$ cat src/design/hrot_div.sv
`timescale 1ns / 1ps

// Pipelined restoring divider: one quotient bit per stage, several lanes
// in parallel, with a sideband vector that travels along with the data.
// The numerator must not exceed the denominator, so the quotient of
// num * 2^(QW-1) / den fits in QW bits.
module hrot_div #(
	parameter int LANES = 2,
	parameter int DW    = 18,
	parameter int QW    = 17,
	parameter int SW    = 1
) (
	input  logic                            clk,
	input  logic                            arst_n,
	input  logic                            en,
	input  logic                            vld_i,
	input  logic [LANES-1:0][DW-1:0]        num,
	input  logic [LANES-1:0][DW-1:0]        den,
	input  logic [SW-1:0]                   side_i,
	output logic                            vld_o,
	output logic [LANES-1:0][QW-1:0]        quo,
	output logic [SW-1:0]                   side_o
);

	logic [QW-1:0]                  vld_s;
	logic [LANES-1:0][DW-1:0]       rem_s  [QW];
	logic [LANES-1:0][DW-1:0]       den_s  [QW];
	logic [LANES-1:0][QW-1:0]       quo_s  [QW];
	logic [SW-1:0]                  side_s [QW];

	logic [LANES-1:0][DW:0]         rem_in  [QW];
	logic [LANES-1:0][DW-1:0]       den_in  [QW];
	logic [LANES-1:0][QW-1:0]       quo_in  [QW];
	logic [LANES-1:0][DW:0]         diff    [QW];
	logic [LANES-1:0][DW-1:0]       rem_nx  [QW];
	logic [LANES-1:0][QW-1:0]       quo_nx  [QW];

	// Trial subtraction in every stage and lane.
	always_comb begin
		for (int k = 0; k < QW; k++) begin
			for (int l = 0; l < LANES; l++) begin
				if (k == 0) begin
					rem_in[k][l] = {1'b0, num[l]};
					den_in[k][l] = den[l];
					quo_in[k][l] = '0;
				end else begin
					rem_in[k][l] = {rem_s[k-1][l], 1'b0};
					den_in[k][l] = den_s[k-1][l];
					quo_in[k][l] = quo_s[k-1][l];
				end
				diff[k][l] = rem_in[k][l] - {1'b0, den_in[k][l]};
				if (!diff[k][l][DW]) begin
					rem_nx[k][l] = diff[k][l][DW-1:0];
					quo_nx[k][l] = {quo_in[k][l][QW-2:0], 1'b1};
				end else begin
					rem_nx[k][l] = rem_in[k][l][DW-1:0];
					quo_nx[k][l] = {quo_in[k][l][QW-2:0], 1'b0};
				end
			end
		end
	end

	// Valid bits move with the data.
	always_ff @(posedge clk or negedge arst_n) begin
		if (!arst_n) begin
			vld_s <= '0;
		end else if (en) begin
			vld_s <= {vld_s[QW-2:0], vld_i};
		end
	end

	// Partial remainders, denominators, quotients and sideband.
	always_ff @(posedge clk) begin
		if (en) begin
			for (int k = 0; k < QW; k++) begin
				rem_s[k] <= rem_nx[k];
				den_s[k] <= den_in[k];
				quo_s[k] <= quo_nx[k];
				side_s[k] <= (k == 0) ? side_i : side_s[(k == 0) ? 0 : k-1];
			end
		end
	end

	assign vld_o  = vld_s[QW-1];
	assign quo    = quo_s[QW-1];
	assign side_o = side_s[QW-1];

endmodule

$ cat config.mk
export PLATFORM = sky130hd
export DESIGN_NAME = hrot_div
export DESIGN_NICKNAME = d
export VERILOG_FILES = /design/src/design/hrot_div.sv
export SDC_FILE = /design/constraint.sdc
export NUM_CORES = 2
export LEC_CHECK = 0
export ABC_AREA = 1
export BUFFER_PORTS_ARGS = -buffer_cell sky130_fd_sc_hd__buf_4
export CAP_MARGIN = 20
export CORE_MARGIN = 2
export CORE_UTILIZATION = 58
export DETAILED_ROUTE_END_ITERATION = 7
export GPL_TIMING_DRIVEN = 0
export MAX_ROUTING_LAYER = met4
export PLACE_DENSITY = 0.77
export SLEW_MARGIN = 15
export SYNTH_ARGS = -nofsm -noshare
export SYNTH_HDL_FRONTEND = slang
export SYNTH_SLANG_ARGS = --single-unit
$ cat constraint.sdc
create_clock -name clk -period 1.8 [get_ports clk]
set_input_delay 0.18 -clock clk [delete_from_list [all_inputs] [get_ports clk]]
set_output_delay 0.18 -clock clk [all_outputs]
set_load 0.005 [all_outputs]
==> run metrics <==
synth warn 0; Rows 144; GRT Util Overall 30.04%; Power Internal 128.6 mW; via/cell ratio 5.389; I/O pin cnt 113; top-count cell post-synth nand2_1; crit path kind register to register; Max Fanout on Critical Path 4; Post-synth EDFFs 1475; Clk Latency, worst-skew pair 0.82 ns; crit path time final between 2 and 2.5 ns; post-synth top area share between 40% and 50%; largest net degree at the start of global routing 173; failing checks DRC, hold timing, setup timing; Clock Skew roughly 0.038 ns; worst r2r src rem_s[0][220]; unrepaired setup endpoints after global routing true; IO Port Bufs 112; Flop pwr share 26.4%; Pre-antenna DRT Iters 8; leakage 56.16 nW; PD cells 1844 nW/um2; Clock Pin Slew Worst Setup and Hold Paths 0.06 ns; clock tree buffer depth 3; Nets 12640; Iter 0 DRT Violations 6440; startpoint types register; Area after DPL approximately 98000 um2; gpl congestion between 0.9 and 1; Final ANT Viol Nets 0; Fmax between 0.4 and 0.5 GHz; worst reg-to-reg setup slack -0.48 ns; DRC viols 4; Sw Ratio 42.63%; Async SR Flop Fraction 1.139%; r2r endpoint rem_s[0][266]; grt total ovfl 0; syn_nets around 11000; DP Worst Slack -1.037 ns; Routed WL per cell 17.92 um; Core Box Area 154200 um2; hold-fix buffer count after cts 76; Die W 398.2 um; clock root cell clkbuf_16; flops & latches, synth 1492; Max Cap Viol 0; routed via count 76160; Reg2Reg Depth 12; syn avg cell area ~8.5 um2; Post-Syn Area 90120 um2; maximum VDD drop approximately 0.0015 V; initial antenna violation count 6; cell taking the most area after synthesis edfxtp_1; Hold Path Depth 1; largest family of logic cells by synthesized area simple AND/OR/NAND/NOR gates; vias in the first global route 71000; Post-Route WL 253200 um; Post-Synth Adder-Cell Area 8.763%; Num Clock Sinks between 1000 and 1500; multiplexer share of the synthesized area 0.01250%; P_sw 95.52 mW; Final Max Slew Viols 0; simple logic cell fraction of the synthesized area 27.49%; Hold Path End den_s[0][555]; count of different cell masters after synthesis 37; Req. time, crit path around 2.4 ns; arrival time of the worst setup path 2.85 ns; combinational group share of total power about 59%; Initial Utilization 58.43%; Top FF cell, synth edfxtp_1; Synth Area in Compound Gates 4.068%; share of layout cells above drive strength 1 31.52%; first-pass GRT wire length 367100 um; startpoint of the worst hold path en; fin crit share 126.8%; Placed Cells 12730; Final HPWL DP 171200 um; worst hold slack -0.1750 ns; post-synthesis instance total ~11000; Tightest Pin Transition 0.9180 ns; die footprint 158600 um2; TNS Setup -226.40 ns; xor and xnor area share after synthesis 2.799%; final setup fails 753; sequential share of the synthesized area 49.62%; Post-synth top cells 4013 x nand2_1, 1513 x inv_1, 1475 x edfxtp_1, 785 x nor2_1, 580 x ha_1; Slew HR 38.80%; Worst Hold Class input port to register; CTS Buf Count between 150 and 200; Critical path origin rem_s[0][220]; die height 398.2 um; CP endpoint kind register; Fin. Hold Viols 73; Setup WS post-layout -0.4817 ns; design area 121500 um2; clock power share 14.6%; CTS tree yes; final non-filler cell total 14130; Synth-to-Final Area Change 34.86%; status finished with violations; top cells by area, synth edfxtp_1 49%, nand2_1 17%, ha_1 8.1%; CTS HTree Levels 4; Design Power 224.1 mW
## worst max-delay path, cell delays in order, from the launching register on
cell and delay [ns]:
edfxtp_1 0.45, ha_4 0.31, nand2_4 0.10, inv_1 0.07, nand2_2 0.08, nand2_2 0.07
buf_4 0.14, o21ai_0 0.41, nand2_1 0.11, nand2_1 0.09, nand2_1 0.07, nand2_1 0.09
nand2_1 0.07
## placed cells by master (no fill, tap or decap), drive strengths merged, types with 17 or more instances in the layout
cell	n
edfxtp	1475
o21bai	41
clkinv	61
and2	90
clkbuf	237
fa	32
nor3	118
nand2	4251
a21oi	410
dlygate4sd3	76
o21a	30
buf	1175
nand3	524
xnor2	88
or2	43
xor2	200
ha	580
dfrtp	17
nor2	806
nand4	34
inv	1541
nand3b	40
o21ai	178
## worst max-delay path by stage
stage	end	slack [ns]	depth (start not counted)
2_1_floorplan	rem_s[0][478]	-0.06	10
3_3_place_gp	quo_s[0][34]	-11.87	1
3_5_place_dp	quo_s[0][34]	-1.04	4
4_1_cts	quo_s[0][340]	-0.36	14
5_1_grt	rem_s[0][249]	-0.52	12
6_report	rem_s[0][266]	-0.48	12
## power by group through the flow
stage                     clock [mW]  sequential (mW)  combinational, mW
after floorplan                    0             56.0               66.8
after global placement             0             59.5               86.4
after detailed placement           0             58.9               88.1
after CTS                       33.1             58.4                104
after global routing            34.5             59.7                143
final                           32.7             59.1                132
## logic make-up after synthesis
| group | count (synthesis) |
|---|---|
| adders and majority gates | 612 |
| and+or+nand+nor | 5901 |
| buffers and inverters | 1603 |
| muxes | 1 |
| DFF | 1492 |
| xor gates and xnor gates | 288 |
| AOI/OAI and AO/OA | 665 |
## state kept, by name, summed over array words and instances, names as in the netlist
name    flops
quo_s     306
side_s     17
den_s     576
rem_s     576
vld_s      17
## stage by stage
stage | hold WS, ns | utilization [%]
2_1_floorplan | -0.1156 | -
3_3_place_gp | 0.04850 | 63.50
3_5_place_dp | 0.05221 | 63.69
4_1_cts | -0.2153 | 72.08
5_1_grt | -0.1898 | 78.80
6_report | -0.1750 | 78.81
## cell type report
type	count	area, um2
Multi-Input combinational cell	7474	51450
Sequential cell	1492	44720
Clock buffer	200	4313
Fill cell	9779	32690
Tap cell	2044	2557
Timing Repair Buffer	1220	10830
Buffer	70	1013
Clock inverter	93	862.1
Inverter	1533	5774
Antenna cell	6	15.01
## layer usage
layer / share of wire [%] / up-vias / GRT usage (%)
met2: 51 / 2702 / 51.41
met4: 4.6 / 0 / 11.68
met3: 5.4 / 745 / 3.404
li1: - / 36870 / -
met1: 39 / 35840 / 36.44
met5: 0 / - / -
## repair_timing
item,in CTS,in global routing
setup endpoints to repair,716,889
gates resized for setup,707,1539
hold endpoints to repair,164,73
pin swaps,271,637
gates cloned,24,36
buffers inserted,480,492
(Power assumes the default switching activity.)
