[src/design/hrot_pkg.sv]
`timescale 1ns / 1ps

package hrot_pkg;

	// Default fraction width of the internal fixed-point values.
	localparam int FRAC_BITS_DEF = 16;

	// Width of one color component on the pixel ports.
	localparam int PIX_W = 8;

	// Width of the rotation register.
	localparam int ROT_W = 16;

	// Meaningful bits of the rotation register (one turn is 2^15 units).
	localparam int ROT_TURN_W = 15;

	// Which component is the largest; selects the hue sextant base.
	typedef enum logic [1:0] {
		SEXT_RED,
		SEXT_GREEN,
		SEXT_BLUE
	} sext_t;

endpackage

[src/design/hrot_rebuild.sv]
`timescale 1ns / 1ps

// Back end: hue from the sextant quotient, rotation, m1/m2 and the
// six-sector interpolation, then scaling to 8-bit components.
module hrot_rebuild
	import hrot_pkg::*;
#(
	parameter int FRAC_BITS = FRAC_BITS_DEF
) (
	input  logic                    clk,
	input  logic                    arst_n,
	input  logic                    en,
	input  logic                    vld_i,
	input  logic [FRAC_BITS:0]      sat_raw,
	input  logic [FRAC_BITS:0]      quo_h,
	input  logic [FRAC_BITS:0]      lum,
	input  sext_t                   sext,
	input  logic                    neg,
	input  logic                    grey,
	input  logic [ROT_TURN_W-1:0]   rot_turn,
	output logic                    vld_o,
	output logic [PIX_W-1:0]        red_out,
	output logic [PIX_W-1:0]        green_out,
	output logic [PIX_W-1:0]        blue_out
);

	localparam int F = FRAC_BITS;
	localparam logic [F:0]   ONE   = (F+1)'(1) << F;
	localparam logic [F:0]   HALF  = (F+1)'(1) << (F-1);
	// Reciprocal of six for hue = h6 / 6, shift F+3, one correction step.
	localparam int           DIV6_S = F + 3;
	localparam logic [F:0]   DIV6_M = (F+1)'((64'(1) << DIV6_S) / 6);
	localparam int           SHL = (F >= ROT_TURN_W) ? F - ROT_TURN_W : 0;
	localparam int           SHR = (F >= ROT_TURN_W) ? 0 : ROT_TURN_W - F;

	// ---------------- stage 3 ----------------
	logic signed [F+3:0]    base_v;
	logic signed [F+3:0]    h6_v;
	logic [F+2:0]           x_v;
	logic [2*F+3:0]         prod_h;
	logic [F:0]             sat_v;
	logic [2*F+1:0]         ls_v;

	logic                   vld_s3;
	logic [F+2:0]           x_s3;
	logic [F-1:0]           q0_s3;
	logic [F:0]             sat_s3;
	logic [F:0]             lum_s3;
	logic [F:0]             ls_s3;

	// Sextant hue, reciprocal product and lum * sat.
	always_comb begin
		unique case (sext)
			SEXT_RED:   base_v = '0;
			SEXT_GREEN: base_v = (F+4)'(2) << F;
			SEXT_BLUE:  base_v = (F+4)'(4) << F;
			default:    base_v = '0;
		endcase
		if (neg) begin
			h6_v = base_v - signed'({3'b000, quo_h});
		end else begin
			h6_v = base_v + signed'({3'b000, quo_h});
		end
		if (h6_v < 0) begin
			h6_v = h6_v + ((F+4)'(6) << F);
		end
		x_v = grey ? '0 : h6_v[F+2:0];
		prod_h = {1'b0, x_v} * {{(F+3){1'b0}}, DIV6_M};
		if (grey) begin
			sat_v = '0;
		end else if (sat_raw > ONE) begin
			sat_v = ONE;
		end else begin
			sat_v = sat_raw;
		end
		ls_v = {{(F+1){1'b0}}, lum} * {{(F+1){1'b0}}, sat_v};
	end

	always_ff @(posedge clk) begin
		if (en) begin
			x_s3   <= x_v;
			q0_s3  <= prod_h[DIV6_S+F-1:DIV6_S];
			sat_s3 <= sat_v;
			lum_s3 <= lum;
			ls_s3  <= ls_v[2*F:F];
		end
	end

	// ---------------- stage 4 ----------------
	logic [F+2:0]           rem6;
	logic [F-1:0]           hue_v;
	logic [F-1:0]           rot_v;
	logic [F+14:0]          rot_w;
	logic [F+1:0]           m2_v;
	logic signed [F+2:0]    m1_v;
	logic signed [F+2:0]    d_v;

	logic                   vld_s4;
	logic [F-1:0]           hue_s4;
	logic signed [F+2:0]    m1_s4;
	logic signed [F+2:0]    m2_s4;
	logic [F+2:0]           d_s4;

	// Correct the hue quotient, rotate it, and form m1 and m2.
	always_comb begin
		rem6 = x_s3 - (({3'b000, q0_s3} << 2) + ({3'b000, q0_s3} << 1));
		hue_v = (rem6 >= (F+3)'(6)) ? q0_s3 + 1'b1 : q0_s3;
		rot_w = ((F+15)'(rot_turn) << SHL) >> SHR;
		rot_v = rot_w[F-1:0];
		if (lum_s3 <= HALF) begin
			m2_v = {1'b0, lum_s3} + {1'b0, ls_s3};
		end else begin
			m2_v = {1'b0, lum_s3} + {1'b0, sat_s3} - {1'b0, ls_s3};
		end
		m1_v = signed'({1'b0, lum_s3, 1'b0}) - signed'({1'b0, m2_v});
		d_v  = signed'({1'b0, m2_v}) - m1_v;
		if (d_v < 0) begin
			d_v = '0;
		end
	end

	always_ff @(posedge clk) begin
		if (en) begin
			hue_s4 <= hue_v + rot_v;
			m1_s4  <= m1_v;
			m2_s4  <= signed'({1'b0, m2_v});
			d_s4   <= d_v;
		end
	end

	// ---------------- stage 5 ----------------
	logic [F+2:0]           h6r;
	logic [F-1:0]           frac;
	logic [F:0]             frac_inv;
	logic [2*F+3:0]         pu;
	logic [2*F+3:0]         pd;

	logic                   vld_s5;
	logic [2:0]             sector_s5;
	logic signed [F+2:0]    m1_s5;
	logic signed [F+2:0]    m2_s5;
	logic [F+2:0]           up_s5;
	logic [F+2:0]           down_s5;

	// Sector, position inside it, and the two interpolation products.
	always_comb begin
		h6r      = ({3'b000, hue_s4} << 2) + ({3'b000, hue_s4} << 1);
		frac     = h6r[F-1:0];
		frac_inv = ONE - {1'b0, frac};
		pu = {{(F+1){1'b0}}, d_s4} * {{(F+4){1'b0}}, frac};
		pd = {{(F+1){1'b0}}, d_s4} * {{(F+3){1'b0}}, frac_inv};
	end

	always_ff @(posedge clk) begin
		if (en) begin
			sector_s5 <= h6r[F+2:F];
			m1_s5     <= m1_s4;
			m2_s5     <= m2_s4;
			up_s5     <= pu[2*F+2:F];
			down_s5   <= pd[2*F+2:F];
		end
	end

	// ---------------- stage 6 ----------------
	logic signed [F+3:0]    up_v;
	logic signed [F+3:0]    down_v;
	logic signed [F+3:0]    m1_x;
	logic signed [F+3:0]    m2_x;
	logic signed [F+3:0]    ch_v [3];
	logic [PIX_W-1:0]       byte_v [3];
	logic [F+8:0]           scaled [3];

	logic                   vld_s6;
	logic [PIX_W-1:0]       red_s6;
	logic [PIX_W-1:0]       green_s6;
	logic [PIX_W-1:0]       blue_s6;

	// Channel selection by sector and conversion back to 8 bits.
	always_comb begin
		m1_x   = (F+4)'(m1_s5);
		m2_x   = (F+4)'(m2_s5);
		up_v   = m1_x + signed'({1'b0, up_s5});
		down_v = m1_x + signed'({1'b0, down_s5});
		unique case (sector_s5)
			3'd0: begin
				ch_v[0] = m2_x;   ch_v[1] = up_v;   ch_v[2] = m1_x;
			end
			3'd1: begin
				ch_v[0] = down_v; ch_v[1] = m2_x;   ch_v[2] = m1_x;
			end
			3'd2: begin
				ch_v[0] = m1_x;   ch_v[1] = m2_x;   ch_v[2] = up_v;
			end
			3'd3: begin
				ch_v[0] = m1_x;   ch_v[1] = down_v; ch_v[2] = m2_x;
			end
			3'd4: begin
				ch_v[0] = up_v;   ch_v[1] = m1_x;   ch_v[2] = m2_x;
			end
			default: begin
				ch_v[0] = m2_x;   ch_v[1] = m1_x;   ch_v[2] = down_v;
			end
		endcase
		for (int c = 0; c < 3; c++) begin
			scaled[c] = ({{8{1'b0}}, ch_v[c][F:0]} << 8) - {{8{1'b0}}, ch_v[c][F:0]};
			if (ch_v[c] < 0) begin
				byte_v[c] = '0;
			end else if (ch_v[c] > signed'({3'b000, ONE})) begin
				byte_v[c] = '1;
			end else begin
				byte_v[c] = scaled[c][F+7:F];
			end
		end
	end

	always_ff @(posedge clk) begin
		if (en) begin
			red_s6   <= byte_v[0];
			green_s6 <= byte_v[1];
			blue_s6  <= byte_v[2];
		end
	end

	// Valid bits of stages 3 to 6.
	always_ff @(posedge clk or negedge arst_n) begin
		if (!arst_n) begin
			vld_s3 <= 1'b0;
			vld_s4 <= 1'b0;
			vld_s5 <= 1'b0;
			vld_s6 <= 1'b0;
		end else if (en) begin
			vld_s3 <= vld_i;
			vld_s4 <= vld_s3;
			vld_s5 <= vld_s4;
			vld_s6 <= vld_s5;
		end
	end

	assign vld_o     = vld_s6;
	assign red_out   = red_s6;
	assign green_out = green_s6;
	assign blue_out  = blue_s6;

`ifndef SYNTHESIS
	// The reciprocal estimate of h6 / 6 is never more than one too small.
	a_div6_rem: assert property (@(posedge clk) disable iff (!arst_n)
		vld_s3 |-> (rem6 < (F+3)'(12)))
		else $error("hue divide-by-six estimate out of range");

	// Hue below one turn always lands in one of the six sectors.
	a_sector: assert property (@(posedge clk) disable iff (!arst_n)
		vld_s5 |-> (sector_s5 <= 3'd5))
		else $error("hue sector beyond five");

	// A stalled pipeline keeps its result and its stage contents.
	a_stall_hold: assert property (@(posedge clk) disable iff (!arst_n)
		!en |=> vld_s6 && $stable(sector_s5) && $stable(red_s6))
		else $error("pipeline changed while stalled");
`endif

endmodule

[config.mk]
export PLATFORM = sky130hd
export DESIGN_NAME = hrot_rebuild
export DESIGN_NICKNAME = d
export VERILOG_FILES = /design/src/design/hrot_pkg.sv /design/src/design/hrot_rebuild.sv
export SDC_FILE = /design/constraint.sdc
export NUM_CORES = 2
export LEC_CHECK = 0
export ABC_AREA = 1
export ABC_CLOCK_PERIOD_IN_PS = 16329
export BUFFER_PORTS_ARGS = -buffer_cell sky130_fd_sc_hd__buf_4
export CORE_MARGIN = 3
export CORE_UTILIZATION = 55
export DETAILED_ROUTE_END_ITERATION = 8
export PLACE_DENSITY = 0.71
export SYNTH_ARGS = -nofsm -noshare
export SYNTH_HDL_FRONTEND = slang
export SYNTH_SLANG_ARGS = --single-unit
[constraint.sdc]
create_clock -name clk -period 16.33 [get_ports clk]
set_input_delay 1.633 -clock clk [delete_from_list [all_inputs] [get_ports clk]]
set_output_delay 1.633 -clock clk [all_outputs]
set_load 0.01 [all_outputs]
==> metrics <==
status=complete, no violations; Hold Path End=m1_s5[14]; Vias/cell=5.51; most common cell after layout, fill and taps aside=inv_1; EDFF count, synth=257; met2 Track Usage GR=51.9%; Overflow after GRT=0; H-tree depth=1; CTS Buffer Depth=3; Hold Crit Start=m1_s4[14]; ys async rst share=1.53%; Post-DP Area=0.0569 mm2; DR iter-0 viols=3,415; Final HPWL DP=126,000 um; P&R area growth vs syn=5.81%; simple-gate share of the synthesized area=19.1%; Residual DRC=0; top cell type's share of synthesized area=29.4%; CTS root buf=clkbuf_16; Tcrit/Tclk final=59.4%; IO Port Bufs=98; TritonCTS clock tree=yes; grt met1 use=39.3%; first drt pass iteration count=6; clk slew on worst S/H paths=0.06 ns; nets@finish=8,432; Compound-Gate Fraction of Synth Area=6.91%; gr busiest metal=met2; max_slew headroom=28.7%; warnings from Yosys=0; commonest cells after routing, fill and taps aside=1,523 x inv_1, 1,386 x nand2_1, 804 x fa_1; CP arrival=10.06 ns; Die Y=322 um; main flop type after synthesis=edfxtp_1; CORE AREA=0.0986 mm2; CP max FO=22; HP Class=reg -> reg; # resized after CTS=0; vias in the first global route=46,355; Layout Skew=0.0305 ns; largest family of logic cells by synthesized area=adder cells; Post-Synth Adder-Cell Area=45.0%; largest net degree at the start of global routing=167; RD Place Congestion=1.01; final setup fails=0; sequential area share after synthesis=14.3%; CP endpoint kind=register; post-synthesis mux area share=0.0206%; Worst path top cell family by delay=adder cells; min Tclk post-route=9.69 ns; Worst-Skew Late Latency=0.62 ns; Worst setup startpoint=hue_s4[0]; gr usage total=30.3%; fin. max-slew vios=0; total negative slack=0 ns; post-CTS setup buffer count=0; Clock Sinks=261; antenna violations before repair=0; total CTS buffers=31; cells on worst reg2reg path=31; synth top area cells=fa_1 29%, ha_1 16%, edfxtp_1 14%; die area=0.103 mm2; #FFs+latches synth=261; Crit path required time=16.70 ns; Reg-to-Reg End=down_s5[14]; Routed Wire Length=153,000 um; DR vias=45,126; IO Count=99; Post-Syn Area=0.0548 mm2; post-synth top area cell=fa_1; ANT nets after route=0; Row Count=115; Worst-Margin Slew=1.07 ns; share of layout cells above drive strength 1=3.87%; CP max stage cell=edfxtp_1; XOR/XNOR Fraction of Synth Area=2.96%; synth unique cells=62; first-pass GRT wire length=247,000 um; R2R setup slack=6.64 ns; Filler cells=8,970; hold slack=0.403 ns; fin area=0.0579 mm2; Mapped Cells=6,828; Hold Crit Depth=0; RSZ-0062 raised after global routing=false; max cap viols=0; global-route track usage on met3=3.93%; crit start category=register; # hold bufs at CTS=0; Worst path max stage delay=0.87 ns; final worst setup slack=6.64 ns; max frequency=103 MHz; DIE WIDTH=322 um; average wire per standard cell=18.7 um; Starting Density=55.6%; Crit Path Category=reg -> reg; Final Hold Fails=0; most frequent CP cell=fa_1; dpl ws=6.77 ns; worst flop-to-flop path startpoint=hue_s4[0]; syn_area_per_cell=8.02 um2; WP buf/inv=5
## how the worst max path moves through the flow
stage,depth (start not counted),endpoint,slack (ns)
after global routing,31,down_s5[14],6.08
after CTS,31,down_s5[14],6.78
final,31,down_s5[14],6.64
after detailed placement,31,down_s5[14],6.77
after global placement,31,down_s5[14],6.85
after floorplan,28,ls_s3[15],8.19
## cells by family (layout without fill, tap and decap cells)
logic type,after synthesis,after routing
compound gates,682,682
other cells,2,21
fa+ha+maj,1487,1487
xor+xnor,183,183
buf+inv,1697,1747
simple gates,2515,2515
mux,1,1
flops,261,261
## layout make-up
| type | count | area (um2) | area share, % |
|---|---|---|---|
| multi-input cells | 4888 | 40600 | 70.1 |
| flip-flops and latches | 261 | 7820 | 13.5 |
| well taps | 1287 | 1610 | 2.78 |
| inverters | 1551 | 5830 | 10.1 |
| clock inverters | 25 | 244 | 0.421 |
| clock buffers | 33 | 783 | 1.35 |
| diodes | 1 | 2.50 | 0.00432 |
| repair buffers | 138 | 1060 | 1.82 |
## synthesized netlist by cell type, types with 7 or more instances
cell and number:
a22oi_1 14, nand3_1 280, o21bai_1 13, inv_1 1523, a21boi_0 8, a21oi_1 341
nor3_1 47, nor4_1 17, a21o_1 20, clkbuf_1 107, fa_1 804, a221oi_1 9
edfxtp_1 257, nand2_2 9, a31oi_1 13, o21ai_1 7, o21ai_0 199, nand3b_1 33
o2111ai_1 10, nand4_1 76, or2_2 12, a211oi_1 7, xor2_1 127, nand2_1 1386
inv_2 12, buf_2 14, xnor2_1 55, ha_1 683, and2_1 9, clkinv_1 14
buf_1 18, o211ai_1 10, nor2_1 604, nor2_2 18
## registers in the layout (all words and copies together) (netlist names), 18 cells and up
register / count
d_s4: 18
down_s5: 19
m1_s4: 19
m1_s5: 19
up_s5: 19
x_s3: 19
## per-stage QoR
step | std cells | utilization [%]
2_1_floorplan | 6846 | -
3_3_place_gp | 8125 | 57.7
3_5_place_dp | 8125 | 57.7
4_1_cts | 8183 | 58.8
5_1_grt | 8183 | 58.8
6_report | 8184 | 58.8
## routing by layer
metal | wire length [um] | part of all wire, %
met1 | 61800 | 40
met2 | 73100 | 48
met3 | 11200 | 7.3
met4 | 7080 | 4.6
met5 | 0 | 0
Power is left out: the tool's default activity adds up to more than one toggle a clock period on the data nets, which glitch-free logic cannot reach.
